`config.mk`:
```
export PLATFORM = sky130hd
export DESIGN_NAME = imht_ctrl
export DESIGN_NICKNAME = d
export VERILOG_FILES = /design/src/imht_pkg.sv /design/src/imht_ctrl.sv
export SDC_FILE = /design/constraint.sdc
export NUM_CORES = 1
export LEC_CHECK = 0
export ABC_AREA = 1
export BUFFER_PORTS_ARGS = -buffer_cell sky130_fd_sc_hd__clkbuf_2
export CAP_MARGIN = 20
export CELL_PAD_IN_SITES_DETAIL_PLACEMENT = 1
export CELL_PAD_IN_SITES_GLOBAL_PLACEMENT = 2
export CORE_MARGIN = 3
export CORE_UTILIZATION = 19
export CTS_CLUSTER_DIAMETER = 80
export CTS_CLUSTER_SIZE = 12
export DETAILED_ROUTE_END_ITERATION = 12
export PLACE_DENSITY_LB_ADDON = 0.1
export SYNTH_ARGS = -nofsm -noshare
export SYNTH_HDL_FRONTEND = slang
export SYNTH_SLANG_ARGS = --single-unit
```
`constraint.sdc`:
```
create_clock -name clk -period 1.6 [get_ports clk]
set_input_delay 0.24 -clock clk [delete_from_list [all_inputs] [get_ports clk]]
set_output_delay 0.24 -clock clk [all_outputs]
set_load 0.02 [all_outputs]
```
`src/imht_pkg.sv`:
```
package imht_pkg;

  // item kinds on the command port
  typedef enum logic [1:0] {
    KIND_APPEND = 2'd0,
    KIND_CLEAR  = 2'd1,
    KIND_QUERY  = 2'd2
  } kind_t;

  // area shapes as stored in the area table
  typedef enum logic [1:0] {
    SHAPE_CIRCLE = 2'd0,
    SHAPE_RECT   = 2'd1,
    SHAPE_POLY   = 2'd2
  } shape_t;

  // controller states
  typedef enum logic [4:0] {
    ST_IDLE,
    ST_AREA,
    ST_TAB,
    ST_RISSUE,
    ST_RCAP,
    ST_RECT,
    ST_C1,
    ST_C2,
    ST_C3,
    ST_C4,
    ST_PISSUE,
    ST_PCAP,
    ST_CISSUE,
    ST_CCAP,
    ST_EDGE,
    ST_MUL,
    ST_DINIT,
    ST_DIV,
    ST_DCMP
  } state_t;

  // coordinate index counter operations
  typedef enum logic [1:0] {
    CI_HOLD,
    CI_ZERO,
    CI_INC,
    CI_LASTV
  } ci_op_t;

  // where a fetched coordinate lands in the working slots
  typedef enum logic [1:0] {
    SLOT_DIRECT,
    SLOT_PREV,
    SLOT_CUR
  } slot_mode_t;

  // multiplier operand selection
  typedef enum logic [1:0] {
    MUL_DX,
    MUL_DY,
    MUL_R,
    MUL_EDGE
  } mul_sel_t;

  typedef struct packed {
    logic       accept;
    logic       area_inc;
    ci_op_t     ci_op;
    logic       slot_wr;
    slot_mode_t slot_mode;
    mul_sel_t   mul_sel;
    logic       acc_load;
    logic       acc_add;
    logic       div_init;
    logic       div_step;
    logic       parity_clr;
    logic       parity_tgl;
    logic       edge_shift;
    logic       finish;
    logic       finish_hit;
  } cmd_t;

  typedef struct packed {
    logic       area_more;
    logic [1:0] tab_kind;
    logic       len_rect;
    logic       len_circ;
    logic       len_poly;
    logic       ci_odd;
    logic       ci_last;
    logic       poly_last;
    logic       edge_cross;
    logic       edge_trivial;
    logic       edge_count;
    logic       div_last;
    logic       rect_in;
    logic       circ_in;
    logic       dcmp_in;
    logic       parity;
  } sts_t;

endpackage

```
`src/imht_ctrl.sv`:
```
module imht_ctrl (
  input  logic             clk,
  input  logic             rst,
  input  logic             start,
  input  logic [1:0]       kind,
  input  imht_pkg::sts_t   sts,
  output imht_pkg::cmd_t   cmd,
  output logic             busy
);
  import imht_pkg::*;

  state_t state, state_next;

  // state register
  always_ff @(posedge clk) begin
    if (rst) begin
      state <= ST_IDLE;
    end else begin
      state <= state_next;
    end
  end

  // next state and commands
  always_comb begin
    logic tgl;
    logic edge_done;
    tgl        = 1'b0;
    edge_done  = 1'b0;
    cmd        = '0;
    cmd.ci_op     = CI_HOLD;
    cmd.slot_mode = SLOT_DIRECT;
    cmd.mul_sel   = MUL_DX;
    state_next = state;
    busy       = (state != ST_IDLE);
    unique case (state)
      ST_IDLE: begin
        if (start) begin
          cmd.accept = 1'b1;
          if (kind == KIND_QUERY) begin
            state_next = ST_AREA;
          end
        end
      end
      ST_AREA: begin
        if (!sts.area_more) begin
          cmd.finish = 1'b1;
          state_next = ST_IDLE;
        end else begin
          state_next = ST_TAB;
        end
      end
      ST_TAB: begin
        cmd.area_inc = 1'b1;
        state_next   = ST_AREA;
        unique case (sts.tab_kind)
          SHAPE_RECT: begin
            if (sts.len_rect) begin
              cmd.area_inc = 1'b0;
              cmd.ci_op    = CI_ZERO;
              state_next   = ST_RISSUE;
            end
          end
          SHAPE_CIRCLE: begin
            if (sts.len_circ) begin
              cmd.area_inc = 1'b0;
              cmd.ci_op    = CI_ZERO;
              state_next   = ST_RISSUE;
            end
          end
          SHAPE_POLY: begin
            if (sts.len_poly) begin
              cmd.area_inc   = 1'b0;
              cmd.ci_op      = CI_LASTV;
              cmd.parity_clr = 1'b1;
              state_next     = ST_PISSUE;
            end
          end
          default: begin
            state_next = ST_AREA;
          end
        endcase
      end
      ST_RISSUE: state_next = ST_RCAP;
      ST_RCAP: begin
        cmd.slot_wr   = 1'b1;
        cmd.slot_mode = SLOT_DIRECT;
        cmd.ci_op     = CI_INC;
        if (sts.ci_last) begin
          state_next = (sts.tab_kind == SHAPE_RECT) ? ST_RECT : ST_C1;
        end else begin
          state_next = ST_RISSUE;
        end
      end
      ST_RECT: begin
        if (sts.rect_in) begin
          cmd.finish     = 1'b1;
          cmd.finish_hit = 1'b1;
          state_next     = ST_IDLE;
        end else begin
          cmd.area_inc = 1'b1;
          state_next   = ST_AREA;
        end
      end
      ST_C1: begin
        cmd.mul_sel = MUL_DX;
        state_next  = ST_C2;
      end
      ST_C2: begin
        cmd.acc_load = 1'b1;
        cmd.mul_sel  = MUL_DY;
        state_next   = ST_C3;
      end
      ST_C3: begin
        cmd.acc_add = 1'b1;
        cmd.mul_sel = MUL_R;
        state_next  = ST_C4;
      end
      ST_C4: begin
        if (sts.circ_in) begin
          cmd.finish     = 1'b1;
          cmd.finish_hit = 1'b1;
          state_next     = ST_IDLE;
        end else begin
          cmd.area_inc = 1'b1;
          state_next   = ST_AREA;
        end
      end
      ST_PISSUE: state_next = ST_PCAP;
      ST_PCAP: begin
        cmd.slot_wr   = 1'b1;
        cmd.slot_mode = SLOT_PREV;
        if (sts.ci_odd) begin
          cmd.ci_op  = CI_ZERO;
          state_next = ST_CISSUE;
        end else begin
          cmd.ci_op  = CI_INC;
          state_next = ST_PISSUE;
        end
      end
      ST_CISSUE: state_next = ST_CCAP;
      ST_CCAP: begin
        cmd.slot_wr   = 1'b1;
        cmd.slot_mode = SLOT_CUR;
        cmd.ci_op     = CI_INC;
        state_next    = sts.ci_odd ? ST_EDGE : ST_CISSUE;
      end
      ST_EDGE: begin
        if (!sts.edge_cross) begin
          edge_done = 1'b1;
        end else if (sts.edge_trivial) begin
          tgl       = sts.edge_count;
          edge_done = 1'b1;
        end else begin
          cmd.mul_sel = MUL_EDGE;
          state_next  = ST_MUL;
        end
      end
      // keep the edge product in the multiplier register for the divider
      ST_MUL: begin
        cmd.mul_sel = MUL_EDGE;
        state_next  = ST_DINIT;
      end
      ST_DINIT: begin
        cmd.div_init = 1'b1;
        state_next   = ST_DIV;
      end
      ST_DIV: begin
        cmd.div_step = 1'b1;
        if (sts.div_last) begin
          state_next = ST_DCMP;
        end
      end
      ST_DCMP: begin
        tgl       = sts.dcmp_in;
        edge_done = 1'b1;
      end
      default: state_next = ST_IDLE;
    endcase

    // close one polygon edge and decide on the last one
    if (edge_done) begin
      cmd.parity_tgl = tgl;
      cmd.edge_shift = 1'b1;
      if (sts.poly_last) begin
        if (sts.parity ^ tgl) begin
          cmd.finish     = 1'b1;
          cmd.finish_hit = 1'b1;
          state_next     = ST_IDLE;
        end else begin
          cmd.area_inc = 1'b1;
          state_next   = ST_AREA;
        end
      end else begin
        state_next = ST_CISSUE;
      end
    end
  end

endmodule

```
After elaboration in Yosys (flattened, before gate mapping)
Cells that the tools add are included.
Word-level totals
  bits in registers: 5
  logic and storage cells: 93
  output and inout bits: 19
Operators by class
  muxes and demuxes: 59
  reduce and logical (&&, ||, !) cells: 5
  equality and inequality tests: 27
  bitwise logic cells: 1
Operators by type and width (number)
  case mux 5 bit (19 select lines): 1
  equality test 5 x 4 -> 1 bit, second input constant: 8
  2-to-1 mux 5 bit: 7
  2-to-1 mux 2 bit: 12
  2-to-1 mux 1 bit: 22
  equality test 5 x 3 -> 1 bit, second input constant: 4
  case mux 3 bit (3 select lines): 2
  equality test 5 bit, second input constant: 3
  2-to-1 mux 3 bit: 5
  inequality test 3 bit, second input constant: 5
  case mux 5 bit (3 select lines): 1
  equality test 5 x 2 -> 1 bit, second input constant: 2
  2-to-1 mux 4 bit: 2
  case mux 2 bit (4 select lines): 1
  case mux 1 bit (2 select lines): 3
  case mux 1 bit (3 select lines): 2
  case mux 2 bit (3 select lines): 1
  AND reduction 6 bit: 1
  equality test 5 x 1 -> 1 bit, second input constant: 1
  zero test 5 bit: 1
  nonzero test 5 bit: 1
  equality test 2 bit, second input constant: 2
  equality test 2 x 1 -> 1 bit, second input constant: 1
  zero test 2 bit: 1
  3 further kinds: 3

Longest topological paths before layout
Gate-level depths: netlist of run 1.
  word-level depth: 7
  mapped depth: 11

Least setup slack after synthesis of run 1
OpenSTA, ideal clock, no wires.
  kind: register to output
  from: register state[1]
  to: output port cmd[1] (netlist name)
  path buffers: 0
  data required time: 1360 ps
  path slack: 6 ps
  data arrival time: 1354 ps
  stages on the path, launching flop included: 8
  cell sequence: dfxtp_1 > nand2_1 > nor2_2 > nand2_1 > nand2_1 > nand2_1 > nand3_1 > nand4_1
RTL lines
  start, declared: line imht_ctrl.sv:12  | state_t state, state_next;
  start signal, assigned: line imht_ctrl.sv:19  | state <= state_next;
  end, declared: line imht_ctrl.sv:7  | output imht_pkg::cmd_t cmd,

==> run_results.csv, run 1 <==
group,metric,value,unit
route,wl_per_cell,14.3,microns
place,io_buffer_count,40,
hold_path,hold_depth,2,
status,failed_checks,"negative setup slack",
flow_run,maxCapViolCount,0,
route,drt_iter0_markers,47,
timing,slew_headroom,82.9,%
die,die_w,69.1,microns
yosys,yosysUniqueCellTypes,17,
setup_path,r2r-end,"state[0]",
timing,tightest_slew,0.256,ns
layout,drive_above_1_share,55.3,%
setup_path,cp_common_cell,"nor2_2",
route,drtPass1Iterations,4,
pwr,powerDensity,331,nW/um^2
timing,max_freq,573,MHz
timing,setup_viol,8,
clocking,cts_max_level,1,
setup_path,r2r-start,"state[1]",
status,run_status,"finished with violations",
timing,hold_viol,0,
grt,grt_antenna_before_repair,0,
setup_path,cp_max_fo,6,
die,start_util,20.2,%
setup_path,cp-end-kind,"output port",
setup_path,criticalPathCategory,"register to output port",
die,die-area,4780,sq um
setup_path,max_stage_delay,0.37,ns
grt,grt_pass1_wl,5960,microns
setup_path,arrival,1.50,ns
clocking,cts_buffers,3,
setup_path,crit_family,"simple AND/OR/NAND/NOR gates",
grt,grt_max_degree,9,
die,fp.coreArea,3740,sq um
yosys,synth_area_leaders,"nand2_1 (20%), nand3_1 (15%), inv_1 (13%)",
timing,fin_crit_sh,109,%
layout,regMostFlops,"state",
hold_path,worstHoldPathType,"input pin to register",
pwr,ir_drop,0.137,mV
place,place_area,1110,sq um
setup_path,crit_required,1.36,ns
layout,top_regs,"state (5)",
yosys,synth-edff-count,0,
clocking,cts-root-buf,"clkbuf_8",
route,vias,1280,
route,totalWireLength,3920,microns
die,num_io_pins,41,
yosys,ys.flop_type,"dfxtp_1",
yosys,ys_ff_latch,5,
grt,grt_pass1_vias,1274,
layout,antenna_cells,0,
yosys,synth_nets,172,
yosys,yosys.cell_count.top_type,"nand2_1",
setup_path,rrSetupSlack,-0.03,ns
timing,finClkSkew,0.00133,ns
timing,period_needed,1.74,ns
clocking,cts_hold_buffers,0,
die,die_h,69.1,microns
place,dp_cells,251,
yosys,netlist_top_cells_count,"nand2_1 (41), inv_1 (27), nor2_1 (25)",
yosys,syn_area,757,sq um
grt,grt_overflow,0,
layout,fin_nets,249,
yosys,async_reset_ff_share,0,%
place,hpwl,2840,microns
clocking,cts_buffer_depth,2,
yosys,syn-instance-count,150,
die,rows,22,
clocking,clk_pin_slew,0.04,ns
route,route.detailed.drc,0,
hold_path,hold_end,"state[1]",
pwr,power_leakage,0.904,nW
route,vias_per_cell,4.67,
grt,grt_usage,15.2,%
timing,rsz0062_at_grt,"yes",
yosys,ys_seq_area_share,13.2,%
setup_path,slowest_stage,"dfxtp_4",
yosys,syn_area_per_cell,5.05,sq um
place,gp_congestion,0.818,
setup_path,reg2reg_depth,11,
yosys,yosysWarnings,0,
clocking,numClockSinks,5,
hold_path,hold_start,"rst",
setup_path,crit_buf_inv,1,
layout,largest_reg_flops,5,
layout,design_area,1590,sq um
layout,syn2layout_area_growth,110,%
clocking,cts_tree,"built",
route,final_antenna_net_count,0,
yosys,synth_top_area_share,20.3,%
yosys,synth_top_cell_by_area,"nand2_1",
clocking,clk-insertion-delay-late,0.22,ns
setup_path,cp-start-kind,"register",
setup_path,path_cells,"nor2_4 -> nand2_2 -> nor2_2 -> a21oi_2 -> nor2_2 -> nand3_2 -> nand4_1 -> clkbuf_8",
timing,slew_viol_final,0,
timing,setup_slack,-0.144,ns
layout,fin_cells,274,
==> metrics by stage <==
stage	worst slack [ns]	setup TNS (ns)	util (%)	hold slack, ns	power, mW
after floorplan	0.00631	0	-	0.309	0.191
after global placement	-0.0968	-0.228	29.8	0.472	0.253
after detailed placement	-0.0822	-0.208	29.8	0.488	0.254
after CTS	-0.146	-0.975	36.6	0.249	0.507
after global routing	-0.235	-1.57	42.5	0.268	0.554
final	-0.144	-0.771	42.5	0.238	0.526
==> cells in the final DEF, fill, tap and decap left out, drive strengths merged, types with 5 or more instances in the layout <==
| cell type | n |
|---|---|
| inv | 28 |
| nand2 | 41 |
| nor2 | 30 |
| dfxtp | 5 |
| o21ai | 6 |
| nand3 | 23 |
| nand4 | 6 |
| clkbuf | 31 |
| buf | 46 |
| a21oi | 7 |
==> worst max path at each step <==
stage | to | cells after the start | start
CTS | cmd[1] | 8 | state[2]
global route | cmd[1] | 8 | state[3]
floorplan | cmd[1] | 7 | state[1]
global placement | cmd[15] | 6 | state[3]
detailed placement | cmd[15] | 6 | state[3]
finish | cmd[1] | 8 | state[3]
==> worst register-to-register path: stages (launching register included) <==
cell and delay [ns]:
dfxtp_4 0.35, buf_4 0.14, nor2_4 0.21, nand4_1 0.17, nand2_2 0.13, buf_6 0.10
buf_6 0.08, buf_6 0.08, nor2_2 0.02, a21oi_1 0.13, nor2_1 0.06, nor2_1 0.09
==> logic make-up (layout without fill, tap and decap cells) <==
logic type / after synthesis / in the layout / share of synthesized area (%)
compound gates: 14 / 14 / 10.1
buf+inv: 29 / 105 / 14.9
flops: 5 / 5 / 13.2
simple gates: 102 / 102 / 61.8
==> power breakdown <==
group          switching, mW  internal [mW]  total [mW]  leakage (nW)
combinational         0.0880         0.0732       0.161         0.838
sequential           0.00326          0.124       0.127        0.0438
clock                 0.0667          0.171       0.238        0.0228
==> area by class of cell <==
type,count,area [sq um]
inverters,28,118
well taps,48,60.1
multi-input cells,116,681
repair buffers,73,573
flip-flops and latches,5,114
fillers,517,2150
clock buffers,4,45.0
==> layer usage <==
metal  global-route usage (%)  vias up  routed length, microns  share of wire (%)
met5                        0        -                       0                  0
met3                     1.60        7                     205                5.2
li1                         -      632                       -                  -
met2                     26.8       44                    2050                 52
met4                     6.29        0                      63                1.6
met1                     18.7      597                    1600                 41
==> repair_timing <==
item / 4_1_cts / 5_1_grt
pin swaps: 16 / 25
endpoints found under the setup margin: 17 / 19
resized for setup: 48 / 61
hold endpoints to repair: 0 / 0
buffers inserted: 9 / 13
Power figures use the tool's default switching activity.
==> run 2: changes to the inputs <==
--- a/config.mk
+++ b/config.mk
@@ -16,6 +16,7 @@
 export CTS_CLUSTER_SIZE = 12
 export DETAILED_ROUTE_END_ITERATION = 12
 export PLACE_DENSITY_LB_ADDON = 0.1
+export SKIP_CTS_REPAIR_TIMING = 1
 export SYNTH_ARGS = -nofsm -noshare
 export SYNTH_HDL_FRONTEND = slang
 export SYNTH_SLANG_ARGS = --single-unit
==> run 2 against run 1 <==
The run still ends with negative setup slack left. Sequential cell count is the same. Sequential power barely moved. Critical path depth unchanged. Clock power barely moved. Clock skew hardly changed. Clock-buffer cell count is the same. Core utilization is 3.3 points lower. Fmax decreased by 0.13%. Routed wire length shrank 8.8%. Sequential share of layout area grew 0.61 points. Final cell count fell by 3.6%. Highest routed layer unchanged.
==> run_results.csv, run 2 (synthesis gave the netlist of run 1 again) <==
group,metric,value,unit
setup_path,cp_max_fo,4,
clocking,cts_tree,"built",
layout,nFillCells,511,
timing,setup_viol,9,
place,pre_cts_slack,-0.0822,ns
route,route.detailed.drc,0,
die,die_h,69.1,microns
clocking,cts_buffer_depth,2,
setup_path,crit_required,1.36,ns
hold_path,hold_start,"rst",
route,drt_iter0_markers,22,
route,final_antenna_net_count,0,
grt,grt_pass1_wl,5550,microns
timing,period_needed,1.75,ns
pwr,power_leakage,0.840,nW
setup_path,arrival,1.51,ns
setup_path,cp-end-kind,"output port",
die,num_io_pins,41,
timing,setup_slack,-0.147,ns
pwr,combPwrFrac,30.7,%
route,totalWireLength,3570,microns
layout,largest_reg_flops,5,
die,rows,22,
die,start_util,20.2,%
layout,final_common_cell,"nand2_1",
place,hpwl,2840,microns
layout,top_regs,"state (5)",
grt,grt_pass1_vias,1192,
layout,most-common-layout-cells,"nand2_1 (32), clkbuf_2 (26), buf_4 (24)",
status,failed_checks,"negative setup slack",
layout,utilization,39.1,%
setup_path,criticalPathCategory,"register to output port",
pwr,power_frac_seq,24.2,%
place,gp_congestion,0.818,
clocking,clk-insertion-delay-late,0.22,ns
grt,grt_usage,14.1,%
grt,grt_overflow,0,
clocking,clk_pin_slew,0.04,ns
setup_path,startpoint,"state[2]",
setup_path,r2r-start,"state[0]",
timing,rsz0062_at_grt,"yes",
timing,slew_viol_final,0,
timing,fin_crit_sh,109,%
pwr,p_sw,0.155,mW
hold_path,worstHoldPathType,"input pin to register",
timing,finClkSkew,0.00126,ns
pwr,powerDensity,358,nW/um^2
timing,tightest_slew,0.255,ns
timing,max_freq,573,MHz
clocking,cts_max_level,1,
status,run_status,"finished with violations",
die,die_w,69.1,microns
layout,regMostFlops,"state",
pwr,clkPwrFrac,45.0,%
grt,grt_antenna_before_repair,0,
layout,drive_above_1_share,50.0,%
clocking,cts_buffers,3,
place,io_buffer_count,40,
place,place_area,1110,sq um
layout,syn2layout_area_growth,93.6,%
pwr,ir_drop,0.148,mV
setup_path,cp-start-kind,"register",
route,wl_per_cell,13.5,microns
pwr,switching_share,29.6,%
route,vias,1207,
pwr,power.internal,0.369,mW
clocking,numClockSinks,5,
timing,holdWs,0.246,ns
die,fp.coreArea,3740,sq um
grt,grt_max_degree,9,
flow_run,maxCapViolCount,0,
layout,design_area,1470,sq um
die,die-area,4780,sq um
timing,slew_headroom,82.9,%
route,drtPass1Iterations,4,
clocking,cts-root-buf,"clkbuf_8",
layout,antenna_cells,0,
route,vias_per_cell,4.57,
timing,hold_viol,0,
layout,fin_nets,239,
==> run 2: critical path, stage by stage, from the launching register on <==
cell	delay, ns
dfxtp_2	0.35
nor2_4	0.18
nand2_2	0.09
nor2_2	0.12
a21oi_2	0.07
nor2_4	0.16
nand3_2	0.09
nand4_1	0.10
buf_6	0.12
==> run 2: path summary, 6_finish.rpt <==
path,cells past startpoint,slack [ns],end
max,8,-0.15,cmd[1]
min reg2reg,3,0.60,state[4]
max reg2reg,11,0.14,state[1]
min,2,0.25,state[2]
==> run 2: power by group through the flow <==
| stage | combinational (mW) | sequential, mW | clock (mW) |
|---|---|---|---|
| detailed placement | 0.122 | 0.132 | 0 |
| global placement | 0.121 | 0.132 | 0 |
| floorplan | 0.0580 | 0.133 | 0 |
| CTS | 0.122 | 0.130 | 0.240 |
| global route | 0.180 | 0.127 | 0.247 |
| finish | 0.161 | 0.127 | 0.236 |
==> run 2: cell type report <==
cell class | count | area, sq um | share of cell area (%)
clock buffers | 4 | 45.0 | 3.07
flip-flops and latches | 5 | 114 | 7.77
inverters | 28 | 113 | 7.69
well taps | 48 | 60.1 | 4.10
multi-input cells | 116 | 683 | 46.6
repair buffers | 63 | 450 | 30.7
==> run 2: through the flow <==
step           instances  TNS, ns  power, mW
2_1_floorplan        150        0      0.191
3_3_place_gp         251   -0.228      0.253
3_5_place_dp         251   -0.208      0.254
4_1_cts              255    -3.00      0.492
5_1_grt              264    -1.75      0.554
6_report             264   -0.712      0.524
==> run 2: layer usage <==
metal / global-route usage, % / vias up / part of all wire [%]
met2: 23.5 / 31 / 51
met5: 0 / - / 0
met1: 18.2 / 559 / 43
met4: 6.72 / 0 / 1.6
li1: - / 613 / -
met3: 1.31 / 4 / 4.0
==> run 3: changes to the inputs <==
--- a/config.mk
+++ b/config.mk
@@ -6,8 +6,8 @@
 export NUM_CORES = 1
 export LEC_CHECK = 0
 export ABC_AREA = 1
-export BUFFER_PORTS_ARGS = -buffer_cell sky130_fd_sc_hd__clkbuf_2
-export CAP_MARGIN = 20
+export BUFFER_PORTS_ARGS = -buffer_cell sky130_fd_sc_hd__buf_2
+export CAP_MARGIN = 30
 export CELL_PAD_IN_SITES_DETAIL_PLACEMENT = 1
 export CELL_PAD_IN_SITES_GLOBAL_PLACEMENT = 2
 export CORE_MARGIN = 3
==> run 3 against run 2 <==
The flow still finishes with violations (negative setup slack). Worst setup slack improved by 0.035 ns. Largest power group unchanged. Clock skew about the same. Combinational power decreased by 4%. Sequential power about the same. Largest cell class unchanged. Highest routed layer unchanged. Fmax increased by 2.0%.
==> run_results.csv, run 3 (synthesis gave the netlist of run 1 again) <==
group,metric,value,unit
clocking,cts-root-buf,"clkbuf_8",
route,vias_per_cell,4.56,
setup_path,crit_family,"simple AND/OR/NAND/NOR gates",
timing,setup_slack,-0.112,ns
place,hpwl,2950,microns
grt,grt_antenna_before_repair,0,
layout,top_regs,"state (5)",
grt,grt_overflow,0,
setup_path,cp-start-kind,"register",
die,die_h,69.1,microns
die,die-area,4780,sq um
route,drt_iter0_markers,25,
layout,most-common-layout-cells,"nand2_1 (32), buf_2 (29), buf_4 (23)",
timing,slew_viol_final,0,
setup_path,criticalPathCategory,"register to output port",
pwr,power_leakage,0.812,nW
clocking,cts_buffers,3,
pwr,powerDensity,372,nW/um^2
layout,syn2layout_area_growth,85.1,%
layout,seq_area,116,sq um
clocking,cts_max_level,1,
setup_path,path_cells,"nor2_4 -> nand2_1 -> nor2_1 -> a21oi_2 -> nor2_2 -> nand3_2 -> nand3_1 -> buf_4",
layout,antenna_cells,0,
layout,nFillCells,525,
status,run_status,"finished with violations",
setup_path,max_stage_delay,0.36,ns
clocking,numClockSinks,5,
grt,grt_usage,14.0,%
layout,drive_above_1_share,48.6,%
timing,fin_crit_sh,107,%
setup_path,cp_max_fo,4,
grt,grt_pass1_wl,5550,microns
timing,hold_viol,0,
clocking,clk-insertion-delay-late,0.23,ns
setup_path,slowest_stage,"dfxtp_4",
layout,fin_nets,237,
timing,period_needed,1.71,ns
clocking,cts_tree,"built",
clocking,cts_buffer_depth,2,
timing,rsz0062_at_grt,"yes",
layout,utilization,37.4,%
route,drtPass1Iterations,4,
place,io_buffer_count,40,
die,rows,22,
clocking,clk_pin_slew,0.03,ns
place,gp_congestion,0.834,
setup_path,crit_required,1.36,ns
setup_path,crit_buf_inv,1,
layout,regMostFlops,"state",
layout,final_common_cell,"nand2_1",
grt,grt_pass1_vias,1232,
hold_path,worstHoldPathType,"input pin to register",
route,wl_per_cell,13.4,microns
route,final_antenna_net_count,0,
die,die_w,69.1,microns
layout,multi_input_area,648,sq um
timing,setup_viol,9,
route,vias,1194,
timing,finClkSkew,0.00135,ns
status,failed_checks,"negative setup slack",
pwr,total_power,0.521,mW
route,route.detailed.drc,0,
die,start_util,20.2,%
grt,grt_max_degree,9,
die,num_io_pins,41,
timing,tightest_slew,0.222,ns
route,totalWireLength,3500,microns
timing,max_freq,584,MHz
setup_path,cp-end-kind,"output port",
pwr,ir_drop,0.173,mV
timing,slew_headroom,85.2,%
die,fp.coreArea,3740,sq um
setup_path,arrival,1.47,ns
flow_run,maxCapViolCount,0,
layout,largest_reg_flops,5,
run 3: cell types whose count changed in the layout (fill, tap and decap cells not counted), sizes merged:
cell / delta
clkinv: -1
clkbuf: -26
inv: +1
buf: +24
run 3: final cells by class:
class	count	share of cell area, %
inverters	28	8.04
flip-flops and latches	5	8.30
clock buffers	4	3.21
repair buffers	61	29.9
multi-input cells	116	46.3
well taps	48	4.29
run 3: final timing paths:
| check | slack, ns | start | endpoint | cells after the start |
|---|---|---|---|---|
| worst min register to register | 0.72 | state[1] | state[4] | 4 |
| worst max-delay path | -0.11 | state[2] | cmd[0] | 8 |
| worst min-delay path | 0.22 | rst | state[1] | 2 |
| worst max register to register | 0.16 | state[0] | state[0] | 11 |
run 3: routing by layer:
layer,routed length (microns),share of wire [%],track usage (%),vias up
li1,-,-,-,603
met1,1500,43,17.4,552
met2,1800,51,24.8,34
met3,153,4.4,2.04,5
met4,42,1.2,3.90,0
met5,0,0,0,-
run 3: where the power goes:
part | internal [mW] | total [mW] | switching, mW
registers | 0.122 | 0.125 | 0.00333
clock network | 0.172 | 0.241 | 0.0698
logic | 0.0704 | 0.154 | 0.0839
run 3: per-stage QoR:
step	worst slack (ns)	cells	area [sq um]	setup TNS, ns	hold WS [ns]
global placement	-0.0550	250	1110	-0.127	0.471
finish	-0.112	262	1400	-0.742	0.224
global route	-0.214	262	1400	-1.65	0.246
CTS	-0.290	254	1150	-2.62	0.233
floorplan	0.00631	150	757	0	0.309
detailed placement	-0.0372	250	1110	-0.0433	0.469
run 3: worst reg2reg max path, cell delays in order, from the launching register on:
cell and delay, ns:
dfxtp_2 0.32, buf_6 0.13, nor2_4 0.08, nand4_1 0.17, nand2_1 0.14, nand2_2 0.08, nand2_2 0.06, nand2_2 0.07
buf_4 0.13, nand2_1 0.05, nor2_1 0.05, nor2_1 0.09
